**src/rtl/lcg_period_finder_macros.svh**
```systemverilog
// ----------------------------------------------------------------------------
// lcg period finder assertion macros
// concurrent check wrappers, compiled out when ASSERT_OFF is set
// ----------------------------------------------------------------------------
`ifndef LCG_PERIOD_FINDER_MACROS_SVH
`define LCG_PERIOD_FINDER_MACROS_SVH

`ifndef ASSERT_OFF
// same-cycle implication
`define LPF_ASSERT_NOW(lbl, clk, rstn, ante, cons, msg) \
	lbl: assert property (@(posedge clk) disable iff (!rstn) (ante) |-> (cons)) \
		else $error(msg);
// next-cycle implication
`define LPF_ASSERT_NEXT(lbl, clk, rstn, ante, cons, msg) \
	lbl: assert property (@(posedge clk) disable iff (!rstn) (ante) |=> (cons)) \
		else $error(msg);
`else
`define LPF_ASSERT_NOW(lbl, clk, rstn, ante, cons, msg)
`define LPF_ASSERT_NEXT(lbl, clk, rstn, ante, cons, msg)
`endif

`endif

```
**src/rtl/lpf_pkg.sv**
```systemverilog
// ----------------------------------------------------------------------------
// lpf_pkg
// microcode word layout, step names and the control program rom
// ----------------------------------------------------------------------------
package lpf_pkg;

	localparam int PC_W  = 4;
	localparam int LEN_W = 16;

	typedef logic [PC_W-1:0] pc_t;

	typedef enum logic [2:0] {
		JC_NONE,
		JC_ALWAYS,
		JC_EQ,
		JC_NE,
		JC_ZMOD
	} jc_t;

	typedef struct packed {
		logic step_en;   // run one generator step through the lcg unit
		logic src_fast;  // unit operand: 1 fast, 0 slow
		logic dst_fast;  // unit result goes to: 1 fast, 0 slow
		logic ld_seed;   // slow and fast take the seed
		logic ld_slow;   // slow alone takes the seed
		logic len_one;   // length counter to one
		logic len_inc;   // length counter up by one, saturating
		logic emit;      // deliver the cycle length
		logic emit_bad;  // deliver the bad modulus result
		jc_t  jc;
		pc_t  target;
	} uword_t;

	// step names
	localparam pc_t ST_LOAD    = 4'd0;
	localparam pc_t ST_P1_SLOW = 4'd1;
	localparam pc_t ST_P1_F1   = 4'd2;
	localparam pc_t ST_P1_F2   = 4'd3;
	localparam pc_t ST_P1_TEST = 4'd4;
	localparam pc_t ST_P2_INIT = 4'd5;
	localparam pc_t ST_P2_TEST = 4'd6;
	localparam pc_t ST_P2_SLOW = 4'd7;
	localparam pc_t ST_P2_FAST = 4'd8;
	localparam pc_t ST_P3_INIT = 4'd9;
	localparam pc_t ST_P3_TEST = 4'd10;
	localparam pc_t ST_P3_STEP = 4'd11;
	localparam pc_t ST_DONE    = 4'd12;
	localparam pc_t ST_BAD     = 4'd13;

	localparam uword_t UW_NOP = '{
		step_en: 1'b0, src_fast: 1'b0, dst_fast: 1'b0, ld_seed: 1'b0,
		ld_slow: 1'b0, len_one: 1'b0, len_inc: 1'b0, emit: 1'b0,
		emit_bad: 1'b0, jc: JC_NONE, target: ST_LOAD
	};

	function automatic uword_t ucode(input pc_t pc);
		uword_t w;
		w = UW_NOP;
		case (pc)
			ST_LOAD: begin
				w.ld_seed = 1'b1;
				w.jc      = JC_ZMOD;
				w.target  = ST_BAD;
			end
			ST_P1_SLOW: begin
				w.step_en = 1'b1;
			end
			ST_P1_F1, ST_P1_F2: begin
				w.step_en  = 1'b1;
				w.src_fast = 1'b1;
				w.dst_fast = 1'b1;
			end
			ST_P1_TEST: begin
				w.jc     = JC_NE;
				w.target = ST_P1_SLOW;
			end
			ST_P2_INIT: begin
				w.ld_slow = 1'b1;
			end
			ST_P2_TEST: begin
				w.jc     = JC_EQ;
				w.target = ST_P3_INIT;
			end
			ST_P2_SLOW: begin
				w.step_en = 1'b1;
			end
			ST_P2_FAST: begin
				w.step_en  = 1'b1;
				w.src_fast = 1'b1;
				w.dst_fast = 1'b1;
				w.jc       = JC_ALWAYS;
				w.target   = ST_P2_TEST;
			end
			ST_P3_INIT: begin
				w.step_en  = 1'b1;
				w.src_fast = 1'b1;
				w.dst_fast = 1'b1;
				w.len_one  = 1'b1;
			end
			ST_P3_TEST: begin
				w.jc     = JC_EQ;
				w.target = ST_DONE;
			end
			ST_P3_STEP: begin
				w.step_en  = 1'b1;
				w.src_fast = 1'b1;
				w.dst_fast = 1'b1;
				w.len_inc  = 1'b1;
				w.jc       = JC_ALWAYS;
				w.target   = ST_P3_TEST;
			end
			ST_DONE: begin
				w.emit = 1'b1;
			end
			ST_BAD: begin
				w.emit_bad = 1'b1;
			end
			default: begin
				w.emit_bad = 1'b1;
			end
		endcase
		return w;
	endfunction

endpackage

```
**src/rtl/lcg_period_finder.sv**
```systemverilog
// ----------------------------------------------------------------------------
// lcg_period_finder
// cycle length of a linear congruential generator by tortoise and hare
// ----------------------------------------------------------------------------
// A beat is accepted when start is high and busy is low; multiplier,
// increment, modulus and seed are sampled at that edge and all arithmetic
// runs at VALUE_BITS bits (inputs are truncated or zero extended). The block
// works on one beat at a time and holds busy high until the result is out.
// The result appears for exactly one cycle with done high, together with
// cycle_length and bad_modulus; the receiver cannot stall it, so it must take
// every done beat. A zero modulus returns bad_modulus high and length zero
// through the load step and the bad step. Otherwise the time is set by the
// lcg unit: each generator step runs a multiply, an add, one remainder bit
// per cycle and a retire, and the program needs about 3*(tail+period)
// steps for meeting, 2*tail for the cycle entry and period for the length,
// plus a test word per loop pass. Lengths above 65535 saturate.
// ----------------------------------------------------------------------------
`include "lcg_period_finder_macros.svh"

module lcg_period_finder #(
	parameter int VALUE_BITS = 16
) (
	input  logic        clk,
	input  logic        arst_n,
	input  logic        start,
	output logic        busy,
	input  logic [15:0] multiplier,
	input  logic [15:0] increment,
	input  logic [15:0] modulus,
	input  logic [15:0] seed,
	output logic        done,
	output logic [15:0] cycle_length,
	output logic        bad_modulus
);
	import lpf_pkg::*;

	// beat acceptance
	logic go;
	assign go = start && !busy;

	// operands held for the whole item
	logic [VALUE_BITS-1:0] mul_q;
	logic [VALUE_BITS-1:0] inc_q;
	logic [VALUE_BITS-1:0] mod_q;
	logic [VALUE_BITS-1:0] seed_q;

	// tortoise, hare and the length counter
	logic [VALUE_BITS-1:0] slow_q;
	logic [VALUE_BITS-1:0] fast_q;
	logic [LEN_W-1:0]      len_q;

	// result beat
	logic             done_q;
	logic [LEN_W-1:0] cycle_length_q;
	logic             bad_modulus_q;

	uword_t                uw;
	logic                  retire;
	logic                  unit_start;
	logic                  unit_done;
	logic [VALUE_BITS-1:0] unit_x;
	logic [VALUE_BITS-1:0] unit_res;
	logic                  vals_eq;
	logic                  mod_zero;

	assign vals_eq  = (slow_q == fast_q);
	assign mod_zero = (mod_q == '0);
	assign unit_x   = uw.src_fast ? fast_q : slow_q;

	lpf_seq u_seq (
		.clk        (clk),
		.arst_n     (arst_n),
		.go         (go),
		.unit_done  (unit_done),
		.vals_eq    (vals_eq),
		.mod_zero   (mod_zero),
		.uw         (uw),
		.retire     (retire),
		.unit_start (unit_start),
		.busy       (busy)
	);

	lpf_lcg_unit #(
		.VALUE_BITS (VALUE_BITS)
	) u_lcg (
		.clk     (clk),
		.arst_n  (arst_n),
		.start   (unit_start),
		.x       (unit_x),
		.mul     (mul_q),
		.inc     (inc_q),
		.modulus (mod_q),
		.done    (unit_done),
		.result  (unit_res)
	);

	// operand capture, masked to the working width
	always_ff @(posedge clk) begin
		if (go) begin
			mul_q  <= VALUE_BITS'(multiplier);
			inc_q  <= VALUE_BITS'(increment);
			mod_q  <= VALUE_BITS'(modulus);
			seed_q <= VALUE_BITS'(seed);
		end
	end

	// datapath writes happen when a step retires
	always_ff @(posedge clk) begin
		if (retire) begin
			if (uw.ld_seed) begin
				slow_q <= seed_q;
				fast_q <= seed_q;
			end
			if (uw.ld_slow) begin
				slow_q <= seed_q;
			end
			if (uw.step_en) begin
				if (uw.dst_fast) begin
					fast_q <= unit_res;
				end else begin
					slow_q <= unit_res;
				end
			end
			if (uw.len_one) begin
				len_q <= LEN_W'(1);
			end else if (uw.len_inc && (len_q != '1)) begin
				len_q <= len_q + 1'b1;
			end
			if (uw.emit) begin
				cycle_length_q <= len_q;
				bad_modulus_q  <= 1'b0;
			end else if (uw.emit_bad) begin
				cycle_length_q <= '0;
				bad_modulus_q  <= 1'b1;
			end
		end
	end

	// one-cycle result strobe
	always_ff @(posedge clk or negedge arst_n) begin
		if (!arst_n) begin
			done_q <= 1'b0;
		end else begin
			done_q <= retire && (uw.emit || uw.emit_bad);
		end
	end

	assign done         = done_q;
	assign cycle_length = cycle_length_q;
	assign bad_modulus  = bad_modulus_q;

	// result beat leaves with the sequencer already idle
	`LPF_ASSERT_NOW(a_done_idle, clk, arst_n, done, !busy, "result while busy")
	// an accepted beat always starts the sequencer
	`LPF_ASSERT_NEXT(a_go_busy, clk, arst_n, go, busy, "accepted beat did not start")
	// result strobe is a single cycle
	`LPF_ASSERT_NEXT(a_done_pulse, clk, arst_n, done, !done, "result strobe held")
	// bad modulus result carries zero length
	`LPF_ASSERT_NOW(a_bad_zero, clk, arst_n, done && bad_modulus, cycle_length == '0,
		"bad modulus with nonzero length")
	// the lcg unit only finishes while a step is pending
	`LPF_ASSERT_NOW(a_unit_owned, clk, arst_n, unit_done, busy && uw.step_en,
		"lcg unit finished outside a step")

endmodule

```
**src/rtl/lpf_lcg_unit.sv**
```systemverilog
// ----------------------------------------------------------------------------
// lpf_lcg_unit
// one generator step (mul*x + inc) mod modulus, multiply then restoring divide
// ----------------------------------------------------------------------------
module lpf_lcg_unit #(
	parameter int VALUE_BITS = 16
) (
	input  logic                  clk,
	input  logic                  arst_n,
	input  logic                  start,
	input  logic [VALUE_BITS-1:0] x,
	input  logic [VALUE_BITS-1:0] mul,
	input  logic [VALUE_BITS-1:0] inc,
	input  logic [VALUE_BITS-1:0] modulus,
	output logic                  done,
	output logic [VALUE_BITS-1:0] result
);
	localparam int PW    = 2 * VALUE_BITS;
	localparam int CNT_W = $clog2(PW);
	localparam logic [CNT_W-1:0] CNT_LAST = CNT_W'(PW - 1);

	typedef enum logic [1:0] {
		U_IDLE,
		U_ADD,
		U_DIV
	} ustate_t;

	ustate_t               state_q;
	logic [PW-1:0]         prod_q;
	logic [PW-1:0]         dvd_q;
	logic [VALUE_BITS-1:0] rem_q;
	logic [CNT_W-1:0]      cnt_q;
	logic                  done_q;
	logic [VALUE_BITS-1:0] result_q;

	logic [VALUE_BITS:0]   rem_sh;
	logic [VALUE_BITS:0]   rem_sub;
	logic [VALUE_BITS-1:0] rem_next;

	// one quotient bit per cycle
	always_comb begin
		rem_sh  = {rem_q, dvd_q[PW-1]};
		rem_sub = rem_sh - {1'b0, modulus};
		if (rem_sh >= {1'b0, modulus}) begin
			rem_next = rem_sub[VALUE_BITS-1:0];
		end else begin
			rem_next = rem_sh[VALUE_BITS-1:0];
		end
	end

	always_ff @(posedge clk or negedge arst_n) begin
		if (!arst_n) begin
			state_q  <= U_IDLE;
			prod_q   <= '0;
			dvd_q    <= '0;
			rem_q    <= '0;
			cnt_q    <= '0;
			done_q   <= 1'b0;
			result_q <= '0;
		end else begin
			done_q <= (state_q == U_DIV) && (cnt_q == CNT_LAST);
			case (state_q)
				U_IDLE: begin
					if (start) begin
						prod_q  <= PW'(mul) * PW'(x);
						state_q <= U_ADD;
					end
				end
				U_ADD: begin
					dvd_q   <= prod_q + PW'(inc);
					rem_q   <= '0;
					cnt_q   <= '0;
					state_q <= U_DIV;
				end
				U_DIV: begin
					rem_q <= rem_next;
					dvd_q <= {dvd_q[PW-2:0], 1'b0};
					cnt_q <= cnt_q + 1'b1;
					if (cnt_q == CNT_LAST) begin
						result_q <= rem_next;
						state_q  <= U_IDLE;
					end
				end
				default: begin
					state_q <= U_IDLE;
				end
			endcase
		end
	end

	assign done   = done_q;
	assign result = result_q;

endmodule

```
**src/rtl/lpf_seq.sv**
```systemverilog
// ----------------------------------------------------------------------------
// lpf_seq
// step counter over the microcode rom with conditional jumps
// ----------------------------------------------------------------------------
module lpf_seq (
	input  logic            clk,
	input  logic            arst_n,
	input  logic            go,
	input  logic            unit_done,
	input  logic            vals_eq,
	input  logic            mod_zero,
	output lpf_pkg::uword_t uw,
	output logic            retire,
	output logic            unit_start,
	output logic            busy
);
	import lpf_pkg::*;

	pc_t    pc_q;
	logic   busy_q;
	logic   launched_q;
	logic   take;
	uword_t w;

	assign w = ucode(pc_q);

	always_comb begin
		case (w.jc)
			JC_NONE:   take = 1'b0;
			JC_ALWAYS: take = 1'b1;
			JC_EQ:     take = vals_eq;
			JC_NE:     take = !vals_eq;
			JC_ZMOD:   take = mod_zero;
			default:   take = 1'b0;
		endcase
	end

	assign retire     = busy_q && (!w.step_en || unit_done);
	assign unit_start = busy_q && w.step_en && !launched_q;

	always_ff @(posedge clk or negedge arst_n) begin
		if (!arst_n) begin
			pc_q       <= ST_LOAD;
			busy_q     <= 1'b0;
			launched_q <= 1'b0;
		end else begin
			if (!busy_q) begin
				if (go) begin
					busy_q <= 1'b1;
					pc_q   <= ST_LOAD;
				end
			end else begin
				if (unit_start) begin
					launched_q <= 1'b1;
				end
				if (retire) begin
					launched_q <= 1'b0;
					if (w.emit || w.emit_bad) begin
						busy_q <= 1'b0;
						pc_q   <= ST_LOAD;
					end else if (take) begin
						pc_q <= w.target;
					end else begin
						pc_q <= pc_q + 1'b1;
					end
				end
			end
		end
	end

	assign uw   = w;
	assign busy = busy_q;

endmodule
```
**config.mk**
```make
export PLATFORM = sky130hd
export DESIGN_NAME = lcg_period_finder
export DESIGN_NICKNAME = d
export VERILOG_FILES = /design/src/rtl/lpf_pkg.sv /design/src/rtl/lcg_period_finder.sv /design/src/rtl/lpf_lcg_unit.sv /design/src/rtl/lpf_seq.sv
export VERILOG_INCLUDE_DIRS = /design/src /design/src/rtl
export SDC_FILE = /design/constraint.sdc
export NUM_CORES = 1
export LEC_CHECK = 0
export BUFFER_PORTS_ARGS = -buffer_cell sky130_fd_sc_hd__buf_2
export CORE_UTILIZATION = 30
export CTS_CLUSTER_DIAMETER = 30
export DETAILED_ROUTE_END_ITERATION = 8
export MAX_ROUTING_LAYER = met4
export SLEW_MARGIN = 25
export SYNTH_ARGS = -nofsm -noshare
export SYNTH_HDL_FRONTEND = slang
export SYNTH_SLANG_ARGS = --single-unit
```
**constraint.sdc**
```tcl
create_clock -name clk -period 8.74 [get_ports clk]
set_input_delay 1.748 -clock clk [delete_from_list [all_inputs] [get_ports clk]]
set_output_delay 1.748 -clock clk [all_outputs]
set_load 0.1 [all_outputs]
```
; ---- Word level (Yosys, flattened, before mapping)
; Index checks and enable logic that the tools add are counted.
[word_totals]
regBits = 240
latch_bits = 0
ramBits = 0
romBits = 0
inputBits = 67
out_inout_bits = 19
word_cells = 122
memories = 0
[op_classes]
n_addsub = 5
multipliers = 1
div_mod_pow = 0
n_lt_le_gt_ge = 1
n_eq_ne = 25
shift = 0
mux = 40
n_bitwise = 0
reduce_logical = 30
[op_table]
columns = op, n
row1 = 16-bit two-way mux, 12
row2 = 32-bit case mux with 2 select lines, 1
row3 = 7-bit case mux with 6 select lines, 1
row4 = 32-bit by 16-bit adder with 32-bit output, 1
row5 = 16-bit by 16-bit multiplier with 32-bit output, 1
row6 = 16-bit case mux with 2 select lines, 1
row7 = "4-bit == test, second input constant", 5
row8 = 4-bit two-way mux, 5
row9 = 17-bit by 16-bit greater-or-equal comparator with 1-bit output, 1
row10 = "16-bit by 1-bit adder with 16-bit output, second input constant", 1
row11 = 16-bit == test, 1
row12 = "4-bit by 3-bit == test with 1-bit output, second input constant", 4
row13 = 16-bit zero test, 1
row14 = "16-bit inequality test, second input constant", 1
row15 = 16-bit subtractor, 1
row16 = 1-bit two-way mux, 14
row17 = 2-bit AND reduction, 7
row18 = 13-bit OR reduction, 1
row19 = 5-bit case mux with 2 select lines, 1
row20 = "4-bit by 2-bit == test with 1-bit output, second input constant", 2
row21 = 2-bit nonzero test, 4
row22 = 1-bit logical AND, 7
row23 = 7-bit OR reduction, 1
row24 = "3-bit by 2-bit == test with 1-bit output, second input constant", 2
row25 = other kinds (18), 26

; ---- Logic depth before layout (Yosys ltp)
[logic_depth]
ltp_word = 8
ltp_mapped = 32

; ---- Hierarchy
; A second synthesis with hierarchy kept.
[hier_totals]
cells_unflattened = 2106
area_unflattened_um2 = 20757.4
[by_module_without_submodules]
columns = mod, instances, cells_per_inst, area_each_um2
row1 = lpf_lcg_unit, 1, 1655, 14543.9
row2 = lcg_period_finder, 1, 366, 5510.3
row3 = lpf_seq, 1, 85, 703.2

; ---- Least setup slack after synthesis
; No wires, ideal clock.
[synth_path]
path_type = reg2reg
start = register u_seq.pc_q[0]
end = register u_lcg.prod_q[30]
setup_time_ns = 0.123
arrival_time_ns = 7.089
setup_slack_ns = 1.527
path_stages_with_launch = 32
n_path_buf = 4
cell_sequence = dfrtp_1 > inv_1 > ha_1 > buf_2 > nor2_1 > nand2_1 > o21ai_0 > a21oi_1 > buf_2 > mux2i_1 > clkbuf_1 > nor2b_1 > fa_1 > inv_1 > fa_1 > fa_1 > inv_1 > fa_1 > fa_1 > inv_1 > fa_1 > inv_1 > ha_1 > buf_2 > nand4_1 > nor4_2 > o32ai_2 > o31ai_2 > a221oi_2 > o21ai_1 > mux2i_1 > nand2_1
[synth_between]
elab_chain_cells = 6
[synth_lines]
columns = item, line_no
row1 = start: declaration, lpf_seq.sv:19  ; pc_t pc_q;
row2 = start signal: assignment, lpf_seq.sv:62  ; pc_q <= w.target;
row3 = start signal: assignment, lpf_seq.sv:64  ; pc_q <= pc_q + 1'b1;
row4 = branches (longest 6 deep; another with 16-bit by 16-bit multiplier with 32-bit output), n/a
row5 = end signal: assignment, lpf_lcg_unit.sv:65  ; prod_q <= PW'(mul) * PW'(x);
row6 = end: declaration, lpf_lcg_unit.sv:29  ; logic [PW-1:0] prod_q;
; Several ways; the timed one is not identified.
; A chain may end at the register's enable or synchronous reset.

; ---- Worst setup path after layout
; Ends and elaborated chain as after synthesis.

==> parameters.txt <==
Parameter                              Value

Placement
  Placement-stage cell area ... 22100 um2
  Placer's final routability congestion estimate ... approximately 0.86
  Port bufs ... 85
  HPWL after detailed placement ... about 38000 um

Synth
  Commonest cells in the synthesized netlist ... inv_1 (290), nand2_1 (286), fa_1 (196), ha_1 (146), edfxtp_1 (129)
  Top cell type by total area after synthesis ... fa_1
  Number of warnings printed during yosys synthesis ... 0
  Yosys cell types ... 72
  Leading post-synthesis cells by cell area ... fa_1 (19%), edfxtp_1 (19%), dfrtp_1 (13%)
  Most used standard cell by instance count after synthesis ... inv_1
  Cell count after synthesis ... 2131
  Number of enable flip-flop cells after synthesis ... 129
  Post-synthesis instance area ... 20700 um2
  Fraction of synthesized cell area taken by the top area cell type ... between 10% and 20%
  Number of register bits inferred by synthesis ... between 200 and 250
  Nets in the synthesized netlist ... roughly 2500
  Sequential element share of the synthesized area ... around a third
  Predominant post-synthesis flop cell ... edfxtp_1
  Share of synthesized registers carrying an async set or reset ... 46.3%
  Average size of a mapped cell ... roughly 9.7 um2

STA
  Upper clock frequency limit ... around 0.12 GHz
  Unrepaired setup endpoints after global routing ... no
  Tightest slew margin relative to the limit ... 49.5%
  Max-slew violation count ... 0
  Actual slew at the worst max-slew pin ... approximately 0.76 ns
  Crit path time final ... ~8.0 ns
  Final clock skew ... about 0.038 ns
  Endpoints failing hold ... 0
  Final Cycle Share ... 91.9%
  Setup total negative slack ... 0 ns
  Number of endpoints failing setup at the final stage ... 0

Global routing
  Global-route wire length before repair ... 83000 um
  Total global routing track utilization ... between 10% and 20%
  Grt ovf ... 0
  Maximum number of pins on one net before global-route repair ... 80
  Initial antenna violation count ... 1
  Via count of the first global-routing pass ... approximately 16000

Layout
  Layout filler cell count ... about 6800
  Number of antenna cells inserted ... 0
  Share of final-layout standard cells stronger than drive strength 1 ... 11.6%
  Post-layout net count ... approximately 2600
  Synthesis-to-finish area growth ... 17.0%
  Design area ... 24300 um2

Setup path
  Worst path most repeated cell ... fa_1
  Largest driver fanout on the critical path ... 26
  Signal arrival time at the worst endpoint ... ~8.5 ns
  Max stage delay cell, worst path ... a21oi_4
  Kind of end point of the critical path ... register
  Kind of cell adding the most delay to the critical path ... adder cells
  Setup CP Type ... register to register
  Max stage delay on crit path ... about 0.66 ns
  Crit path buf inv count ... 4
  Launching element type of the critical path ... register
  Endpoint required time on the critical path ... slightly above 9 ns

Routing
  Final routed wire length divided by cell count ... between 15 and 20 um
  Met3 Wirelength ... ~2500 um
  Post-route antenna net violation count ... 0
  Total wire length ... ~50000 um
  DRC violation total after the first TritonRoute iteration ... 1008
  Number of DRC violations after detailed routing ... 0
  Met2 layer wire length in the routed design ... between 20000 and 30000 um
  Detailed-route vias per instance ... 4.85
  Uppermost routed layer ... met4
  Count of vias placed by the detailed router ... approximately 15000
  Wire length the detailed router placed on met1 ... ~21000 um
  DR pass1 iterations ... 5

Clocking
  Insertion delay of the later-clocked pin in the worst-skew pair ... between 0.6 and 0.7 ns
  Setup bufs post-CTS ... 0
  Total clock sinks ... 240
  Count of hold buffers inserted by post-cts repair ... 0
  CTS tree ... yes
  Buffer cell driving the clock tree root ... clkbuf_16
  Number of gates resized after CTS ... 0
  Number of buffers on the longest clock path ... 3
  Max H-tree Level ... 2
  Clock input transition at the sequential cells of the worst setup and hold paths ... around 0.05 ns
  Num CTS Buffers ... 60

Die
  Starting density of the core ... between 30 and 40%
  Total Die Area ... roughly 70000 um2
  I/O pin cnt ... 86
  Vertical die dimension ... 265 um
  Core Rows ... 96
  Area of the placeable core ... 68500 um2
  Width of the die ... between 200 and 300 um

Status
  Result of the run ... completed

Run
  MaxCap Viol Count ... 0

Hold path
  Hold/Removal Path Class ... register to register
## metrics by stage
stage          utilization, %  instances  hold WS (ns)  setup WS, ns
6_report                 35.5       3137         0.489         0.707
5_1_grt                  35.5       3137         0.520         0.117
4_1_cts                  35.5       3137         0.498         0.710
3_5_place_dp             32.2       3023         0.482         0.730
3_3_place_gp             32.2       3023         0.471         0.934
2_1_floorplan               -       2131         0.452          1.53
## logic make-up (layout without fill, tap and decap cells)
group                      Yosys count  in the layout  share of synthesized area [%]
muxes                               72             72                           3.60
DFF                                240            240                           32.1
and+or+nand+nor                    666            666                           15.5
buffers and inverters              382            506                           7.05
adders and majority gates          342            342                           27.7
AOI/OAI and AO/OA                  351            351                           10.8
xor gates and xnor gates            78             78                           3.29
## layout by cell type (no fill, tap or decap), drive strengths merged, types with 17 or more instances in the layout
cell type  synthesis  routed
mux2              21      21
clkinv             0      17
buf               18     102
clkbuf            74      78
dfrtp            111     111
and2              96      96
nor2              90      90
ha               146     146
o21ai            138     138
o22ai             19      19
nor2b             63      63
nor3              17      17
xnor2             50      50
inv              290     292
edfxtp           129     129
nand2            286     286
fa               196     196
mux2i             51      51
xor2              28      28
nand4             22      22
nand3             29      29
a21o              19      19
a21oi             72      72
## layer usage
metal  track usage, %  vias up
li1                 -     7234
met2             25.2      362
met5                -        -
met3             2.33       88
met1             18.6     7526
met4             4.59        0
## flip-flops by register name, summed over array words and instances (netlist names), 2 cells and up
name / count
fast_q: 16
mul_q: 16
cycle_length: 16
u_lcg.rem_q: 16
inc_q: 16
seed_q: 16
u_lcg.state_q: 2
u_lcg.dvd_q: 32
mod_q: 16
u_seq.pc_q: 4
len_q: 16
u_lcg.prod_q: 32
slow_q: 16
u_lcg.cnt_q: 5
u_lcg.result: 16
## worst reg2reg max path: stages (launching register included)
cell	delay, ns
dfrtp_1	0.41
inv_1	0.14
ha_1	0.35
nor2_1	0.10
nand2_1	0.08
o21ai_0	0.15
a21oi_4	0.66
mux2_2	0.53
nand2_1	0.15
fa_1	0.54
fa_1	0.57
fa_1	0.45
fa_1	0.56
inv_1	0.05
fa_1	0.49
inv_1	0.05
fa_1	0.48
inv_1	0.04
ha_1	0.37
nand4_1	0.20
nor4_2	0.37
o32ai_2	0.20
o31ai_2	0.39
a221oi_2	0.12
o21ai_1	0.19
mux2i_1	0.21
nand2_1	0.06
## area by class of cell
cell class / instances / area [um2] / area share (%)
clock buffer: 78 / 1680 / 6.92
inverter: 290 / 1090 / 4.48
clock inverter: 36 / 517 / 2.13
timing repair buffer: 102 / 563 / 2.32
sequential: 240 / 6650 / 27.4
tap: 882 / 1100 / 4.54
multi-input combinational: 1509 / 12700 / 52.2
## worst paths after layout
| check | cells after the start | to | slack, ns | from |
|---|---|---|---|---|
| min in group asynchronous | 1 | u_seq.busy | 1.14 | arst_n |
| setup reg to reg | 26 | u_lcg.prod_q[30] | 0.71 | u_seq.pc_q[0] |
| setup / recovery | 26 | u_lcg.prod_q[30] | 0.71 | u_seq.pc_q[0] |
| hold / removal | 2 | u_lcg.prod_q[5] | 0.49 | u_lcg.prod_q[5] |
| max in group asynchronous | 2 | u_lcg.dvd_q[12] | 6.48 | arst_n |
| hold reg to reg | 2 | u_lcg.prod_q[5] | 0.49 | u_lcg.prod_q[5] |
Power is not shown: default switching activity piles up to over one toggle a cycle in this logic, so the estimate is an artifact.
